File: config.mk
export PLATFORM = sky130hd
export DESIGN_NAME = script_lexer_stream
export DESIGN_NICKNAME = d
export VERILOG_FILES = /design/src/rtl/sls_pkg.sv /design/src/rtl/sls_keyword.sv /design/src/rtl/sls_core.sv /design/src/rtl/sls_out_queue.sv /design/src/rtl/script_lexer_stream.sv
export SDC_FILE = /design/constraint.sdc
export NUM_CORES = 1
export LEC_CHECK = 0
export BUFFER_PORTS_ARGS = -buffer_cell sky130_fd_sc_hd__buf_4
export CAP_MARGIN = 20
export CORE_MARGIN = 2
export CORE_UTILIZATION = 28
export CTS_CLUSTER_DIAMETER = 40
export DETAILED_ROUTE_END_ITERATION = 16
export PLACE_DENSITY = 0.49
export REMOVE_ABC_BUFFERS = 1
export SLEW_MARGIN = 25
export SYNTH_ARGS = -nofsm -noshare
export SYNTH_HDL_FRONTEND = slang
export SYNTH_SLANG_ARGS = --single-unit
export TNS_END_PERCENT = 5
File: constraint.sdc
create_clock -name aclk -period 13.5 [get_ports aclk]
set_clock_uncertainty 0.05 [all_clocks]
set_input_delay 3.375 -clock aclk [delete_from_list [all_inputs] [get_ports aclk]]
set_output_delay 3.375 -clock aclk [all_outputs]
set_load 0.03 [all_outputs]
File: src/rtl/sls_pkg.sv
// sls_pkg: shared types and constants for the script lexer stream
// no dependencies
package sls_pkg;

    localparam int OFFSET_BITS = 32;
    localparam int LINE_BITS   = 20;
    localparam int LENGTH_BITS = 16;

    // scanner modes
    localparam logic [3:0] M_IDLE  = 4'd0;
    localparam logic [3:0] M_IDENT = 4'd1;
    localparam logic [3:0] M_INT   = 4'd2;
    localparam logic [3:0] M_FRAC  = 4'd3;
    localparam logic [3:0] M_STR   = 4'd4;
    localparam logic [3:0] M_CMT   = 4'd5;
    localparam logic [3:0] M_SLASH = 4'd6;
    localparam logic [3:0] M_BANG  = 4'd7;
    localparam logic [3:0] M_EQ    = 4'd8;
    localparam logic [3:0] M_LT    = 4'd9;
    localparam logic [3:0] M_GT    = 4'd10;

    // token kinds
    localparam logic [5:0] K_LPAREN = 6'd0;
    localparam logic [5:0] K_RPAREN = 6'd1;
    localparam logic [5:0] K_LBRACE = 6'd2;
    localparam logic [5:0] K_RBRACE = 6'd3;
    localparam logic [5:0] K_COMMA  = 6'd4;
    localparam logic [5:0] K_DOT    = 6'd5;
    localparam logic [5:0] K_MINUS  = 6'd6;
    localparam logic [5:0] K_PLUS   = 6'd7;
    localparam logic [5:0] K_SEMI   = 6'd8;
    localparam logic [5:0] K_SLASH  = 6'd9;
    localparam logic [5:0] K_STAR   = 6'd10;
    localparam logic [5:0] K_BANG   = 6'd11;
    localparam logic [5:0] K_EQ     = 6'd13;
    localparam logic [5:0] K_GT     = 6'd15;
    localparam logic [5:0] K_LT     = 6'd17;
    localparam logic [5:0] K_IDENT  = 6'd19;
    localparam logic [5:0] K_STRING = 6'd20;
    localparam logic [5:0] K_NUMBER = 6'd21;
    localparam logic [5:0] K_AND    = 6'd22;
    localparam logic [5:0] K_CLASS  = 6'd23;
    localparam logic [5:0] K_ELSE   = 6'd24;
    localparam logic [5:0] K_FALSE  = 6'd25;
    localparam logic [5:0] K_FOR    = 6'd26;
    localparam logic [5:0] K_FUN    = 6'd27;
    localparam logic [5:0] K_IF     = 6'd28;
    localparam logic [5:0] K_NIL    = 6'd29;
    localparam logic [5:0] K_OR     = 6'd30;
    localparam logic [5:0] K_PRINT  = 6'd31;
    localparam logic [5:0] K_RETURN = 6'd32;
    localparam logic [5:0] K_SUPER  = 6'd33;
    localparam logic [5:0] K_THIS   = 6'd34;
    localparam logic [5:0] K_TRUE   = 6'd35;
    localparam logic [5:0] K_VAR    = 6'd36;
    localparam logic [5:0] K_WHILE  = 6'd37;
    localparam logic [5:0] K_ERROR  = 6'd38;
    localparam logic [5:0] K_END    = 6'd39;

    // error codes
    localparam logic [1:0] E_NONE  = 2'd0;
    localparam logic [1:0] E_CHAR  = 2'd1;
    localparam logic [1:0] E_UNTERM = 2'd2;

    typedef struct packed {
        logic [5:0]             kind;
        logic [1:0]             err;
        logic [OFFSET_BITS-1:0] start;
        logic [LENGTH_BITS-1:0] len;
        logic [LINE_BITS-1:0]   line;
    } token_t;

    // up to three tokens from one item, oldest in slot 0
    typedef struct packed {
        logic [1:0] count;
        token_t     t2;
        token_t     t1;
        token_t     t0;
    } tok_group_t;

    function automatic logic is_digit(input logic [7:0] c);
        return (c >= "0") && (c <= "9");
    endfunction

    function automatic logic is_alpha(input logic [7:0] c);
        return ((c >= "a") && (c <= "z")) || ((c >= "A") && (c <= "Z")) || (c == "_");
    endfunction

endpackage

File: src/rtl/sls_keyword.sv
// sls_keyword: keyword lookup over the stored identifier prefix
// depends on sls_pkg
module sls_keyword
    import sls_pkg::*;
(
    input  logic [47:0]            prefix,
    input  logic [LENGTH_BITS-1:0] run_len,
    output logic [5:0]             word_kind
);
    logic [7:0] p0, p1, p2, p3, p4, p5;

    assign p0 = prefix[7:0];
    assign p1 = prefix[15:8];
    assign p2 = prefix[23:16];
    assign p3 = prefix[31:24];
    assign p4 = prefix[39:32];
    assign p5 = prefix[47:40];

    // compare against each keyword at its exact length
    always_comb begin
        word_kind = K_IDENT;
        if (run_len == LENGTH_BITS'(2)) begin
            if (p0 == "i" && p1 == "f") word_kind = K_IF;
            if (p0 == "o" && p1 == "r") word_kind = K_OR;
        end else if (run_len == LENGTH_BITS'(3)) begin
            if (p0 == "a" && p1 == "n" && p2 == "d") word_kind = K_AND;
            if (p0 == "f" && p1 == "o" && p2 == "r") word_kind = K_FOR;
            if (p0 == "f" && p1 == "u" && p2 == "n") word_kind = K_FUN;
            if (p0 == "n" && p1 == "i" && p2 == "l") word_kind = K_NIL;
            if (p0 == "v" && p1 == "a" && p2 == "r") word_kind = K_VAR;
        end else if (run_len == LENGTH_BITS'(4)) begin
            if (p0 == "e" && p1 == "l" && p2 == "s" && p3 == "e") word_kind = K_ELSE;
            if (p0 == "t" && p1 == "h" && p2 == "i" && p3 == "s") word_kind = K_THIS;
            if (p0 == "t" && p1 == "r" && p2 == "u" && p3 == "e") word_kind = K_TRUE;
        end else if (run_len == LENGTH_BITS'(5)) begin
            if (p0 == "c" && p1 == "l" && p2 == "a" && p3 == "s" && p4 == "s")
                word_kind = K_CLASS;
            if (p0 == "f" && p1 == "a" && p2 == "l" && p3 == "s" && p4 == "e")
                word_kind = K_FALSE;
            if (p0 == "p" && p1 == "r" && p2 == "i" && p3 == "n" && p4 == "t")
                word_kind = K_PRINT;
            if (p0 == "s" && p1 == "u" && p2 == "p" && p3 == "e" && p4 == "r")
                word_kind = K_SUPER;
            if (p0 == "w" && p1 == "h" && p2 == "i" && p3 == "l" && p4 == "e")
                word_kind = K_WHILE;
        end else if (run_len == LENGTH_BITS'(6)) begin
            if (p0 == "r" && p1 == "e" && p2 == "t" && p3 == "u" && p4 == "r"
                && p5 == "n")
                word_kind = K_RETURN;
        end
    end
endmodule

File: src/rtl/sls_core.sv
// sls_core: scanner state and per-item token generation, one item a cycle while step is high
// depends on sls_pkg and sls_keyword
module sls_core
    import sls_pkg::*;
(
    input  logic       aclk,
    input  logic       aresetn,
    input  logic       step,
    input  logic       in_end,
    input  logic [7:0] in_byte,
    output tok_group_t toks
);
    logic [3:0]             mode_reg, mode_next;
    logic [OFFSET_BITS-1:0] pos_reg, pos_next;
    logic [OFFSET_BITS-1:0] start_reg, start_next;
    logic [LENGTH_BITS-1:0] len_reg, len_next;
    logic [LINE_BITS-1:0]   line_reg, line_next;
    logic [47:0]            prefix_reg, prefix_next;
    logic                   dot_reg, dot_next;
    logic [5:0]             word_kind;

    sls_keyword u_kw (
        .prefix   (prefix_reg),
        .run_len  (len_reg),
        .word_kind(word_kind)
    );

    localparam logic [LENGTH_BITS-1:0] LEN_MAX = '1;
    localparam logic [LINE_BITS-1:0]   LINE_MAX = '1;

    // next-state and token logic
    always_comb begin
        token_t     tk;
        logic [1:0] n;
        logic       rescan;
        logic [LINE_BITS-1:0] line_pre;
        logic [5:0] single;
        logic [7:0] c;
        logic [LENGTH_BITS:0] inc1, inc2;
        mode_next   = mode_reg;
        pos_next    = pos_reg;
        start_next  = start_reg;
        len_next    = len_reg;
        line_next   = line_reg;
        prefix_next = prefix_reg;
        dot_next    = dot_reg;
        toks        = '0;
        n           = 2'd0;
        rescan      = 1'b0;
        c           = in_byte;
        single      = K_ERROR;
        tk          = '0;
        line_pre    = line_reg;
        inc1 = {1'b0, len_reg} + (LENGTH_BITS+1)'(1);
        inc2 = {1'b0, len_reg} + (LENGTH_BITS+1)'(2);

        // pending-token flush (used both on end and on a closing byte)
        if (in_end || !((mode_reg == M_IDENT && (is_alpha(c) || is_digit(c)))
                || (mode_reg == M_INT && dot_reg && is_digit(c))
                || (mode_reg == M_INT && !dot_reg && (is_digit(c) || c == "."))
                || (mode_reg == M_FRAC && is_digit(c))
                || (mode_reg == M_STR)
                || (mode_reg == M_CMT && c != 8'h0A)
                || (mode_reg == M_SLASH && c == "/")
                || ((mode_reg == M_BANG || mode_reg == M_EQ || mode_reg == M_LT
                     || mode_reg == M_GT) && c == "="))) begin
            rescan = ~in_end;
        end

        if (!in_end && !rescan) begin
            // byte continues the current token
            unique case (mode_reg)
                M_IDENT: begin
                    if (len_reg < LENGTH_BITS'(6))
                        prefix_next[len_reg[2:0]*8 +: 8] = c;
                    len_next = inc1[LENGTH_BITS] ? LEN_MAX : inc1[LENGTH_BITS-1:0];
                end
                M_INT: begin
                    if (dot_reg) begin
                        len_next = inc2[LENGTH_BITS] ? LEN_MAX : inc2[LENGTH_BITS-1:0];
                        dot_next = 1'b0;
                        mode_next = M_FRAC;
                    end else if (is_digit(c)) begin
                        len_next = inc1[LENGTH_BITS] ? LEN_MAX : inc1[LENGTH_BITS-1:0];
                    end else begin
                        dot_next = 1'b1;
                    end
                end
                M_FRAC: len_next = inc1[LENGTH_BITS] ? LEN_MAX : inc1[LENGTH_BITS-1:0];
                M_STR: begin
                    len_next = inc1[LENGTH_BITS] ? LEN_MAX : inc1[LENGTH_BITS-1:0];
                    if (c == 8'h0A && line_reg != LINE_MAX)
                        line_next = line_reg + LINE_BITS'(1);
                    if (c == 8'h22) begin
                        tk = '{K_STRING, E_NONE, start_reg, len_next, line_next};
                        toks.t0 = tk;
                        n = 2'd1;
                        mode_next = M_IDLE;
                    end
                end
                M_CMT: ;
                M_SLASH: mode_next = M_CMT;
                M_BANG, M_EQ, M_LT, M_GT: begin
                    unique case (mode_reg)
                        M_BANG:  single = K_BANG;
                        M_EQ:    single = K_EQ;
                        M_LT:    single = K_LT;
                        default: single = K_GT;
                    endcase
                    toks.t0 = '{single + 6'd1, E_NONE, start_reg,
                                LENGTH_BITS'(2), line_reg};
                    n = 2'd1;
                    mode_next = M_IDLE;
                end
                default: ;
            endcase
        end else begin
            // flush the pending token
            unique case (mode_reg)
                M_IDENT: begin
                    toks.t0 = '{word_kind, E_NONE, start_reg, len_reg, line_reg};
                    n = 2'd1;
                end
                M_INT, M_FRAC: begin
                    toks.t0 = '{K_NUMBER, E_NONE, start_reg, len_reg, line_reg};
                    n = 2'd1;
                    if (dot_reg) begin
                        toks.t1 = '{K_DOT, E_NONE, pos_reg - OFFSET_BITS'(1),
                                    LENGTH_BITS'(1), line_reg};
                        n = 2'd2;
                    end
                end
                M_STR: begin
                    toks.t0 = '{K_ERROR, E_UNTERM, start_reg, len_reg, line_reg};
                    n = 2'd1;
                end
                M_SLASH: begin
                    toks.t0 = '{K_SLASH, E_NONE, start_reg, LENGTH_BITS'(1), line_reg};
                    n = 2'd1;
                end
                M_BANG, M_EQ, M_LT, M_GT: begin
                    unique case (mode_reg)
                        M_BANG:  single = K_BANG;
                        M_EQ:    single = K_EQ;
                        M_LT:    single = K_LT;
                        default: single = K_GT;
                    endcase
                    toks.t0 = '{single, E_NONE, start_reg, LENGTH_BITS'(1), line_reg};
                    n = 2'd1;
                end
                default: ;
            endcase
            dot_next  = 1'b0;
            mode_next = M_IDLE;

            if (in_end) begin
                tk = '{K_END, E_NONE, pos_reg, '0, line_reg};
                mode_next  = M_IDLE;
                pos_next   = '0;
                start_next = '0;
                len_next   = '0;
                line_next  = LINE_BITS'(1);
            end else begin
                // scan the byte from idle
                tk = '0;
                tk.start = pos_reg;
                tk.len   = LENGTH_BITS'(1);
                tk.line  = line_pre;
                tk.err   = E_NONE;
                tk.kind  = 6'h3F;
                if (c == " " || c == 8'h0D || c == 8'h09) begin
                    tk.kind = 6'h3F;
                end else if (c == 8'h0A) begin
                    if (line_reg != LINE_MAX) line_next = line_reg + LINE_BITS'(1);
                end else if (is_alpha(c) || is_digit(c) || c == 8'h22 || c == "/"
                             || c == "!" || c == "=" || c == "<" || c == ">") begin
                    mode_next = is_alpha(c) ? M_IDENT : is_digit(c) ? M_INT
                              : c == 8'h22 ? M_STR : c == "/" ? M_SLASH
                              : c == "!" ? M_BANG : c == "=" ? M_EQ
                              : c == "<" ? M_LT : M_GT;
                    start_next = pos_reg;
                    len_next   = LENGTH_BITS'(1);
                    prefix_next[7:0] = c;
                end else begin
                    priority case (c)
                        "(": tk.kind = K_LPAREN;
                        ")": tk.kind = K_RPAREN;
                        "{": tk.kind = K_LBRACE;
                        "}": tk.kind = K_RBRACE;
                        ",": tk.kind = K_COMMA;
                        ".": tk.kind = K_DOT;
                        "-": tk.kind = K_MINUS;
                        "+": tk.kind = K_PLUS;
                        ";": tk.kind = K_SEMI;
                        "*": tk.kind = K_STAR;
                        default: begin
                            tk.kind = K_ERROR;
                            tk.err  = E_CHAR;
                        end
                    endcase
                end
            end

            // append the trailing token after the flushed ones
            if (tk.kind != 6'h3F) begin
                unique case (n)
                    2'd0:    toks.t0 = tk;
                    2'd1:    toks.t1 = tk;
                    default: toks.t2 = tk;
                endcase
                n = n + 2'd1;
            end
        end

        if (!in_end) pos_next = pos_reg + OFFSET_BITS'(1);
        toks.count = n;
    end

    // scanner state
    always_ff @(posedge aclk) begin
        if (!aresetn) begin
            mode_reg  <= M_IDLE;
            pos_reg   <= '0;
            start_reg <= '0;
            len_reg   <= '0;
            line_reg  <= LINE_BITS'(1);
            dot_reg   <= 1'b0;
        end else if (step) begin
            mode_reg  <= mode_next;
            pos_reg   <= pos_next;
            start_reg <= start_next;
            len_reg   <= len_next;
            line_reg  <= line_next;
            dot_reg   <= dot_next;
        end
    end

    // identifier prefix bytes, no reset needed
    always_ff @(posedge aclk) begin
        if (step) prefix_reg <= prefix_next;
    end
endmodule

File: src/rtl/sls_out_queue.sv
// sls_out_queue: holds up to three tokens of one item and serialises them
// depends on sls_pkg
module sls_out_queue
    import sls_pkg::*;
(
    input  logic       aclk,
    input  logic       aresetn,
    input  logic       load,
    input  tok_group_t grp,
    output logic       can_load,
    output logic       out_valid,
    input  logic       out_ready,
    output token_t     out_tok,
    output logic       out_last
);
    token_t     slot_reg [3];
    logic [1:0] cnt_reg, idx_reg;
    logic       take;

    assign out_valid = (cnt_reg != 2'd0);
    assign take      = out_valid && out_ready;
    assign out_tok   = slot_reg[idx_reg];
    assign out_last  = (idx_reg + 2'd1 == cnt_reg);
    // accept when empty or when the final token of the group leaves now
    assign can_load  = !out_valid || (take && out_last);

    // slot pointer and fill count
    always_ff @(posedge aclk) begin
        if (!aresetn) begin
            cnt_reg <= 2'd0;
            idx_reg <= 2'd0;
        end else if (load) begin
            cnt_reg <= grp.count;
            idx_reg <= 2'd0;
        end else if (take) begin
            if (out_last) begin
                cnt_reg <= 2'd0;
                idx_reg <= 2'd0;
            end else begin
                idx_reg <= idx_reg + 2'd1;
            end
        end
    end

    // token payload
    always_ff @(posedge aclk) begin
        if (load) begin
            slot_reg[0] <= grp.t0;
            slot_reg[1] <= grp.t1;
            slot_reg[2] <= grp.t2;
        end
    end
endmodule

File: src/rtl/script_lexer_stream.sv
// script_lexer_stream: top level of the streaming source scanner
// depends on sls_pkg, sls_core, sls_keyword and sls_out_queue
//
// channel   dir  payload
// s_axis    in   tdata = char_byte[7:0], tuser = kind
// m_axis    out  tdata = token fields, tlast = last
//
// one source item is taken per cycle while s_tready is high; its zero to three
// tokens go to the result register at the same edge and leave one per cycle
// while m_tready is high. s_tready stays low until the result queue is empty or
// its final token leaves. reset is synchronous on aresetn, low, and returns to
// offset 0, line 1, idle. a stall on m_axis holds s_tready low.
module script_lexer_stream
    import sls_pkg::*;
(
    input  logic        aclk,
    input  logic        aresetn,
    input  logic        s_tvalid,
    output logic        s_tready,
    input  logic [7:0]  s_tdata,   // char_byte[7:0]
    input  logic        s_tuser,   // kind
    output logic        m_tvalid,
    input  logic        m_tready,
    output logic [79:0] m_tdata,   // token_kind[5:0], error_code[7:6],
                                   // start_offset[39:8], token_length[55:40],
                                   // line_number[75:56], zeros[79:76]
    output logic        m_tlast
);
    tok_group_t grp;
    token_t     tok;
    logic       can_load, step;

    assign s_tready = can_load;
    assign step     = s_tvalid && can_load;

    sls_core u_core (
        .aclk   (aclk),
        .aresetn(aresetn),
        .step   (step),
        .in_end (s_tuser),
        .in_byte(s_tdata),
        .toks   (grp)
    );

    sls_out_queue u_q (
        .aclk     (aclk),
        .aresetn  (aresetn),
        .load     (step),
        .grp      (grp),
        .can_load (can_load),
        .out_valid(m_tvalid),
        .out_ready(m_tready),
        .out_tok  (tok),
        .out_last (m_tlast)
    );

    // pack the token fields, lowest first
    assign m_tdata = {4'b0, tok.line, tok.len, tok.start, tok.err, tok.kind};
endmodule
==> impl_metrics.tcl, run 1 <==
set metrics [dict create \
    outcome "completed" \
    numCtsBuffers 73 \
    report.final.hold_viol_count 0 \
    dp_slack_ns 5.90 \
    synth_cells 2068 \
    finalPower_mw 3.52 \
    vias 16100 \
    setup_violations 0 \
    ioPinCount 96 \
    switching_power_uw 941 \
    synthArstFlopShare_pct 0 \
    cp_cell_sequence "buf_4 -> nand3b_1 -> a21oi_1 -> or2_2 -> buf_4" \
    drv_cap 0 \
    core-area_um2 69700 \
    avgSynthCellArea_um2 9.49 \
    drive_gt1_share_pct 13.7 \
    drc 0 \
    grt_usage_pct 17.0 \
    synth_top_family_by_area "simple AND/OR/NAND/NOR gates" \
    synth_xor_area_share_pct 2.54 \
    cp_data_required_time_ns 10.07 \
    max_stage_delay_ns 0.32 \
    post-route-period-util_pct 56.4 \
    diodes 0 \
    p_comb_share_pct 10.7 \
    ys_warn_count 0 \
    viasPerCell 5.22 \
    arrival_ns 4.18 \
    synthMuxAreaShare_pct 3.38 \
    grt_pass1_vias 15700 \
    crit_start "m_tready" \
    wl_per_cell_um 19.9 \
    p_int_mw 2.58 \
    crit_buf_inv 2 \
    grt_pass1_wl_mm 95.1 \
    crit_fanout 4 \
    root_buffer "clkbuf_16" \
    critPathSlowestCell "or2_2" \
    final_cell_mix "edfxtp_1, nand2_1, o21ai_0, nor2_1, and2_1" \
    yosys.area_share.simple_pct 24.6 \
    drtIter0Drc 1239 \
    synth_ff_type "edfxtp_1" \
    seqPwrFrac_pct 35.7 \
    syn_to_final_growth_pct 20.9 \
    die_w_um 269 \
    slew_violations 0 \
    dieArea_um2 72200 \
    die_y_um 269 \
    cp_common_cell "buf_4" \
    cp-start-kind "primary input" \
    synth_compound_area_share_pct 15.5 \
    clkSlewWorstSetupHoldPaths_ns 0.05 \
    start_util_pct 28.2 \
    maxSlewHeadroom_pct 29.7 \
    clk_latency_ns 0.62 \
    clockBufferDepth 3 \
    tightest_slew_ns 1.04 \
    synth_seq_cells 355 \
    worstSetupEndpointType "output port" \
    synth.distinct_cells 94 \
    layout_min_cycle_time_ns 7.61 \
    final_common_cell "edfxtp_1" \
    ant_nets 0 \
    p_clk_share_pct 53.6 \
    globalRoute.totalOverflow 0 \
    nNetsFinal 2122 \
    setup_ws_ns 5.89 \
    dp_hpwl_mm 40.2 \
    dr.pass1.iters 6 \
    post-route-util_pct 34.1 \
    cts_tree "done" \
    wirelength_mm 61.6 \
    row_count 97 \
    htreeDepth 3 \
    hp-start "u_core.start_reg[30]" \
    gp_congestion 0.864 \
    clock_sinks 355 \
    p_leak_nw 8.15 \
    cts_resized 0 \
    ys_seq_area_share_pct 48.7 \
    rsz0062_at_grt "no" \
    r2r-start "u_core.mode_reg[2]" \
    ctsHoldBuffers 0 \
    synth-adder-area-share_pct 0.829 \
    port_buffers 91 \
    setup_tns_ns 0 \
    dpl-instance-area_um2 21100 \
    synth_edf_count 244 \
    fin_area_um2 23700 \
    largest_reg_flops 196 \
    power.density_nw_per_um2 148 \
    p_sw_share_pct 26.7 \
    grt_antenna_before_repair 2 \
    grt_start_max_net_pins 80 \
    crit_family "simple AND/OR/NAND/NOR gates" \
    cts_setup_buffers 0 \
    max-vdd-ir-drop_mv 0.106 \
    syn_area_um2 19600 \
    crit_type "in2out" \
    fmax_mhz 131 \
    hp-class "reg2reg" \
]
-- path summary, 6_finish.rpt --
kind | endpoint | slack [ns] | cells past startpoint
setup / recovery | s_tready | 5.89 | 5
hold / removal | u_core.start_reg[30] | 0.40 | 2
setup reg to reg | u_q.slot_reg[2][70] | 9.20 | 11
hold reg to reg | u_core.start_reg[30] | 0.40 | 2
-- cell families (layout without fill, tap and decap cells) --
logic type,Yosys count,count (layout)
flops,355,355
compound gates,468,468
buf+inv,209,292
mux,66,66
other cells,1,6
xor+xnor,57,57
simple gates,899,899
fa+ha+maj,13,13
-- Yosys cell counts (all sizes together) (6+ instances only) --
master | instances | area, um^2
or4 | 13 | 97.6
ha | 13 | 163
xnor2 | 36 | 315
nand4b | 6 | 52.6
nor4 | 32 | 221
nand2 | 191 | 717
nor3b | 9 | 67.6
a31oi | 32 | 206
nor2b | 25 | 156
o21a | 9 | 67.6
o211a | 6 | 60.1
edfxtp | 244 | 7330
and2 | 145 | 907
buf | 37 | 220
and4b | 7 | 70.1
nor3 | 61 | 332
clkbuf | 137 | 514
mux2i | 64 | 641
o221ai | 10 | 93.8
a2111oi | 9 | 80.1
and4 | 9 | 78.8
inv | 35 | 131
nor4bb | 13 | 130
o31ai | 15 | 126
and3 | 21 | 131
o21ai | 187 | 936
or2 | 7 | 43.8
a22o | 34 | 298
o2111ai | 10 | 87.6
xor2 | 21 | 184
nor2 | 170 | 641
nand3 | 60 | 305
nand4 | 66 | 413
dfxtp | 111 | 2220
o211ai | 7 | 52.6
or3 | 25 | 156
and3b | 7 | 61.3
a21oi | 84 | 428
nand3b | 6 | 45.0
a211oi | 11 | 97.6
nand2b | 13 | 81.3
-- cell type report --
| class | count | area [um^2] |
|---|---|---|
| clock buffer | 81 | 1920 |
| clock inverter | 54 | 691 |
| fill | 7191 | 45900 |
| inverter | 35 | 139 |
| multi-input combinational | 1509 | 9300 |
| sequential | 355 | 9560 |
| tap | 940 | 1180 |
| timing repair buffer | 122 | 948 |
-- worst min-delay path: cells and delay by family, from the launching register on --
family,cells,cell delay (ns)
flip-flops,1,0.30
AND/OR/NAND/NOR,1,0.05
AO/OA/AOI/OAI,1,0.06
-- metrics by stage --
| step | hold slack [ns] | std cells |
|---|---|---|
| floorplan | 0.386 | 1899 |
| global placement | 0.393 | 2959 |
| detailed placement | 0.399 | 2959 |
| CTS | 0.407 | 3094 |
| global route | 0.426 | 3096 |
| finish | 0.404 | 3096 |
-- routing by layer --
layer	up-vias	routed length, um	track usage (%)
li1	7722	-	-
met1	7894	28000	22.9
met2	435	29200	27.8
met3	96	3180	3.29
met4	0	1230	4.79
met5	-	0	0
-- power by group through the flow --
stage / registers [mW] / logic (mW) / clock network [mW]
detailed placement: 1.28 / 0.378 / 0
floorplan: 1.28 / 0.220 / 0
global placement: 1.27 / 0.376 / 0
CTS: 1.26 / 0.379 / 1.92
finish: 1.26 / 0.377 / 1.89
global route: 1.26 / 0.410 / 1.97
(Power assumes the default switching activity.)
==> inputs of run 2 (changes only) <==
Clock period 13.5 ns to 7.75 ns, I/O delays scaled along.
==> run 2 against run 1 <==
  * Critical path depth is 3 higher
  * First-iteration DRC count is 2.2% higher
  * Global-route usage is 0.41 points higher
  * Die area stayed put
  * Via count is 1.0% higher
  * Hold slack better by 0.00058 ns
  * Largest cell class unchanged
==> impl_metrics.tcl, run 2 (synthesis results as in run 1) <==
set metrics [dict create \
    dp_hpwl_mm 41.4 \
    globalRoute.totalOverflow 0 \
    reg2regPathDepth 9 \
    cts_tree "done" \
    dp_slack_ns 2.16 \
    drc 0 \
    vias 16300 \
    instances_no_fill 3089 \
    row_count 97 \
    arrival_ns 5.14 \
    syn_to_final_growth_pct 20.1 \
    post-route-period-util_pct 63.9 \
    gp_congestion 0.881 \
    p_leak_nw 8.07 \
    placed_cells 2956 \
    dr.pass1.iters 6 \
    die_y_um 269 \
    power.density_nw_per_um2 255 \
    ant_nets 0 \
    layout_min_cycle_time_ns 4.96 \
    grt_antenna_before_repair 1 \
    ctsHoldBuffers 0 \
    cp_data_required_time_ns 7.93 \
    largest_reg_flops 196 \
    htreeDepth 3 \
    wl_per_cell_um 20.4 \
    cp-start-kind "primary input" \
    clk_latency_ns 0.63 \
    post-route-util_pct 33.8 \
    worstSetupEndpointType "flop" \
    r2r-start "u_core.mode_reg[2]" \
    report.final.hold_viol_count 0 \
    cts_resized 0 \
    dieArea_um2 72200 \
    grt_pass1_wl_mm 96.9 \
    core-area_um2 69700 \
    die_w_um 269 \
    root_buffer "clkbuf_16" \
    grt_pass1_vias 15800 \
    grt_start_max_net_pins 124 \
    drv_cap 0 \
    dpl-instance-area_um2 21000 \
    hp-start "u_core.start_reg[25]" \
    setup_ws_ns 2.79 \
    hp-class "reg2reg" \
    rsz0062_at_grt "no" \
    drtIter0Drc 1266 \
    crit_type "in2reg" \
    finalPower_mw 6.02 \
    nNetsFinal 2115 \
    fmax_mhz 202 \
    fin_area_um2 23600 \
    outcome "completed" \
    clock_sinks 355 \
    hold_path_end "u_core.start_reg[25]" \
    port_buffers 91 \
    slew_violations 0 \
    r2r-end "u_core.prefix_reg[4]" \
    tightest_slew_ns 1.03 \
    max-vdd-ir-drop_mv 0.163 \
    final_cell_mix "edfxtp_1, nand2_1, o21ai_0, nor2_1, and2_1" \
    wirelength_mm 63.2 \
    ioPinCount 96 \
    crit_fanout 22 \
    viasPerCell 5.28 \
    clockBufferDepth 3 \
    cts_setup_buffers 0 \
    final_common_cell "edfxtp_1" \
    setup_violations 0 \
    holdPathStages 2 \
    drive_gt1_share_pct 13.0 \
    grt_usage_pct 17.4 \
    maxSlewHeadroom_pct 30.4 \
    start_util_pct 28.2 \
    regToRegSetupSlack_ns 3.00 \
    numCtsBuffers 70 \
    clkSlewWorstSetupHoldPaths_ns 0.05 \
]
[run 2: cell count changes in the layout (fill, tap and decap cells not counted), sizes merged]
cell	change
buf	-4
diode	+2
inv	+6
clkbuf	-6
clkinvlp	-5
[run 2: routing by layer]
metal / global-route usage [%] / part of all wire, % / vias up
met3: 3.19 / 5.6 / 96
met2: 27.6 / 46 / 543
li1: - / - / 7717
met4: 5.17 / 2.0 / 0
met5: 0 / 0 / -
met1: 24.1 / 46 / 7957
[run 2: stage by stage]
step / TNS, ns / hold slack [ns]
after CTS: 0 / 0.408
final: 0 / 0.405
after global routing: 0 / 0.427
after global placement: 0 / 0.395
after floorplan: -134.44 / 0.386
after detailed placement: 0 / 0.400
[run 2: worst max path at each step]
stage	start	end	slack (ns)
after floorplan	m_tready	u_core.prefix_reg[10]	-1.65
after global placement	s_tdata[4]	u_q.slot_reg[0][18]	2.15
after detailed placement	s_tdata[1]	u_core.len_reg[12]	2.16
after CTS	flop	m_tdata[6]	2.70
final	s_tdata[1]	u_core.prefix_reg[4]	2.79
after global routing	s_tdata[1]	u_core.prefix_reg[5]	2.54
[run 2: worst max-delay path, stage by stage]
cell	delay, ns
buf_4	0.24
nor4bb_1	0.55
a311o_1	0.28
a21oi_1	0.13
a211oi_4	0.79
a21oi_1	0.34
nand3b_1	0.26
a21oi_1	0.60
[run 2: layout make-up]
cell class / count / area [um^2]
fillers: 7163 / 46100
flip-flops and latches: 355 / 9560
multi-input cells: 1509 / 9300
clock buffers: 75 / 1790
well taps: 940 / 1180
repair buffers: 118 / 906
clock inverters: 55 / 693
inverters: 35 / 139
diodes: 2 / 5.00
[run 2: report_power, final]
part	switching, mW	internal (mW)
clock network	1.12	2.05
registers	0.0402	2.15
logic	0.473	0.189
total	1.64	4.38
==> inputs of run 3 (changes only) <==
Clock period 7.75 ns to 5.1 ns, I/O delays scaled along.
==> run 3 against run 2 <==
  * Flip-flop and latch count unchanged
  * Critical path depth increased by 3
  * Utilization decreased by 0.17 points
  * Non-clock buffer count increased by 20
  * Sequential share of layout area increased by 0.20 points
  * Critical endpoint is now u_core.start_reg[15]
  * Combinational power increased by 54%
==> impl_metrics.tcl, run 3 (synthesis results as in run 1) <==
set metrics [dict create \
    row_count 97 \
    dieArea_um2 72200 \
    drc 0 \
    viasPerCell 5.27 \
    r2r-start "u_core.mode_reg[2]" \
    ioPinCount 96 \
    start_util_pct 28.2 \
    fin_area_um2 23400 \
    drive_gt1_share_pct 13.7 \
    max-vdd-ir-drop_mv 0.205 \
    crit_fanout 32 \
    crit_type "reg2reg" \
    ctsHoldBuffers 0 \
    finalPower_mw 8.69 \
    p_clk_share_pct 50.1 \
    r2r-end "u_core.start_reg[15]" \
    largest_reg_flops 196 \
    grt_antenna_before_repair 0 \
    grt_pass1_wl_mm 97.2 \
    crit_start "u_core.mode_reg[2]" \
    p_int_mw 6.23 \
    final_cell_mix "edfxtp_1, nand2_1, o21ai_0, nor2_1, and2_1" \
    fillCellCount 7173 \
    rsz0062_at_grt "no" \
    fmax_mhz 242 \
    drv_cap 0 \
    report.final.hold_viol_count 0 \
    grt_start_max_net_pins 79 \
    drtIter0Drc 1300 \
    crit_buf_inv 2 \
    critical_path_depth 11 \
    p_comb_share_pct 11.7 \
    nNetsFinal 2131 \
    setup_violations 0 \
    cts_tree "done" \
    die_y_um 269 \
    dp_hpwl_mm 41.4 \
    cts_resized 0 \
    cp_data_required_time_ns 5.57 \
    seqPwrFrac_pct 38.1 \
    switching_power_mw 2.46 \
    tightest_slew_ns 1.01 \
    setup_tns_ns 0 \
    critPathSlowestCell "dfxtp_1" \
    cp-start-kind "flop" \
    crit_end "u_core.start_reg[15]" \
    placed_cells 2977 \
    final_common_cell "edfxtp_1" \
    root_buffer "clkbuf_16" \
    dr.pass1.iters 6 \
    core-area_um2 69700 \
    holdPathStages 2 \
    post-route-period-util_pct 80.9 \
    p_leak_nw 8.06 \
    crit_family "compound AO/OA/AOI/OAI gates" \
    syn_to_final_growth_pct 19.5 \
    port_buffers 91 \
    die_w_um 269 \
    outcome "completed" \
    post-route-util_pct 33.7 \
    hp-class "reg2reg" \
    wirelength_mm 62.8 \
    regToRegSetupSlack_ns 0.97 \
    dpl-instance-area_um2 21200 \
    arrival_ns 4.60 \
    power.density_nw_per_um2 371 \
    htreeDepth 3 \
    layout_min_cycle_time_ns 4.13 \
    clkSlewWorstSetupHoldPaths_ns 0.05 \
    worstSetupEndpointType "flop" \
    reg2regPathDepth 11 \
    diodes 0 \
    grt_usage_pct 17.4 \
    cts_setup_buffers 0 \
    maxSlewHeadroom_pct 31.9 \
    clock_sinks 355 \
    instances_no_fill 3099 \
    vias 16300 \
    cp_common_cell "buf_4" \
    globalRoute.totalOverflow 0 \
    wl_per_cell_um 20.3 \
    grt_pass1_vias 16100 \
    slew_violations 0 \
    max_stage_delay_ns 0.67 \
    numCtsBuffers 66 \
    cp_cell_sequence "nand2b_1 -> or3_1 -> ha_1 -> o21ai_1 -> a22o_1 -> a211oi_2 -> buf_4 -> a21o_1 -> buf_4 -> nand4_1 -> o21ai_0" \
    gp_congestion 0.881 \
    p_sw_share_pct 28.3 \
    clockBufferDepth 3 \
    clk_latency_ns 0.61 \
    ant_nets 0 \
]
==> run 3: changes by cell type in the layout (fill, tap and decap cells not counted), sizes merged <==
cell      previous run  this run
buf                118       138
bufinv              10         3
clkbuf              75        73
clkinv              24        23
clkinvlp             7         5
diode                2         0
inv                 49        53
==> run 3: worst min-delay path by stage <==
stage,startpoint,slack (ns),endpoint
floorplan,u_core.start_reg[0],0.39,u_core.start_reg[0]
finish,u_core.start_reg[30],0.40,u_core.start_reg[30]
global placement,u_core.start_reg[29],0.39,u_core.start_reg[29]
detailed placement,u_core.start_reg[31],0.40,u_core.start_reg[31]
global route,u_core.start_reg[9],0.42,u_core.start_reg[9]
CTS,u_core.start_reg[12],0.41,u_core.start_reg[12]
==> run 3: final cells by class <==
| type | count | area [um^2] | share of cell area, % |
|---|---|---|---|
| clock inverters | 49 | 518 | 2.21 |
| well taps | 940 | 1180 | 5.02 |
| clock buffers | 73 | 1720 | 7.33 |
| multi-input cells | 1509 | 9290 | 39.6 |
| inverters | 35 | 139 | 0.592 |
| flip-flops and latches | 355 | 9560 | 40.8 |
| repair buffers | 138 | 1050 | 4.47 |
==> run 3: routing by layer <==
layer,GRT usage [%],up-vias,share of wire [%]
met1,24.0,7940,46
met3,2.89,84,5.5
li1,-,7756,-
met5,0,-,0
met2,27.7,543,47
met4,5.33,0,1.9
==> run 3: tightest hold or removal path, cell delays in order, from the launching register on <==
cell     delay (ns)
dfxtp_1        0.30
nand2_1        0.05
o21ai_0        0.06
==> run 3: power by group through the flow <==
| stage | clock network, mW | registers (mW) | logic [mW] |
|---|---|---|---|
| finish | 4.35 | 3.31 | 1.02 |
| global route | 4.60 | 3.33 | 1.10 |
| CTS | 4.46 | 3.31 | 1.04 |
| detailed placement | 0 | 3.37 | 1.03 |
| global placement | 0 | 3.37 | 1.03 |
| floorplan | 0 | 3.40 | 0.581 |
==> run 3: per-stage QoR <==
stage	hold slack (ns)	setup slack, ns
floorplan	0.386	-3.64
global placement	0.393	0.579
detailed placement	0.400	0.443
CTS	0.407	0.926
global route	0.421	0.806
finish	0.404	0.972
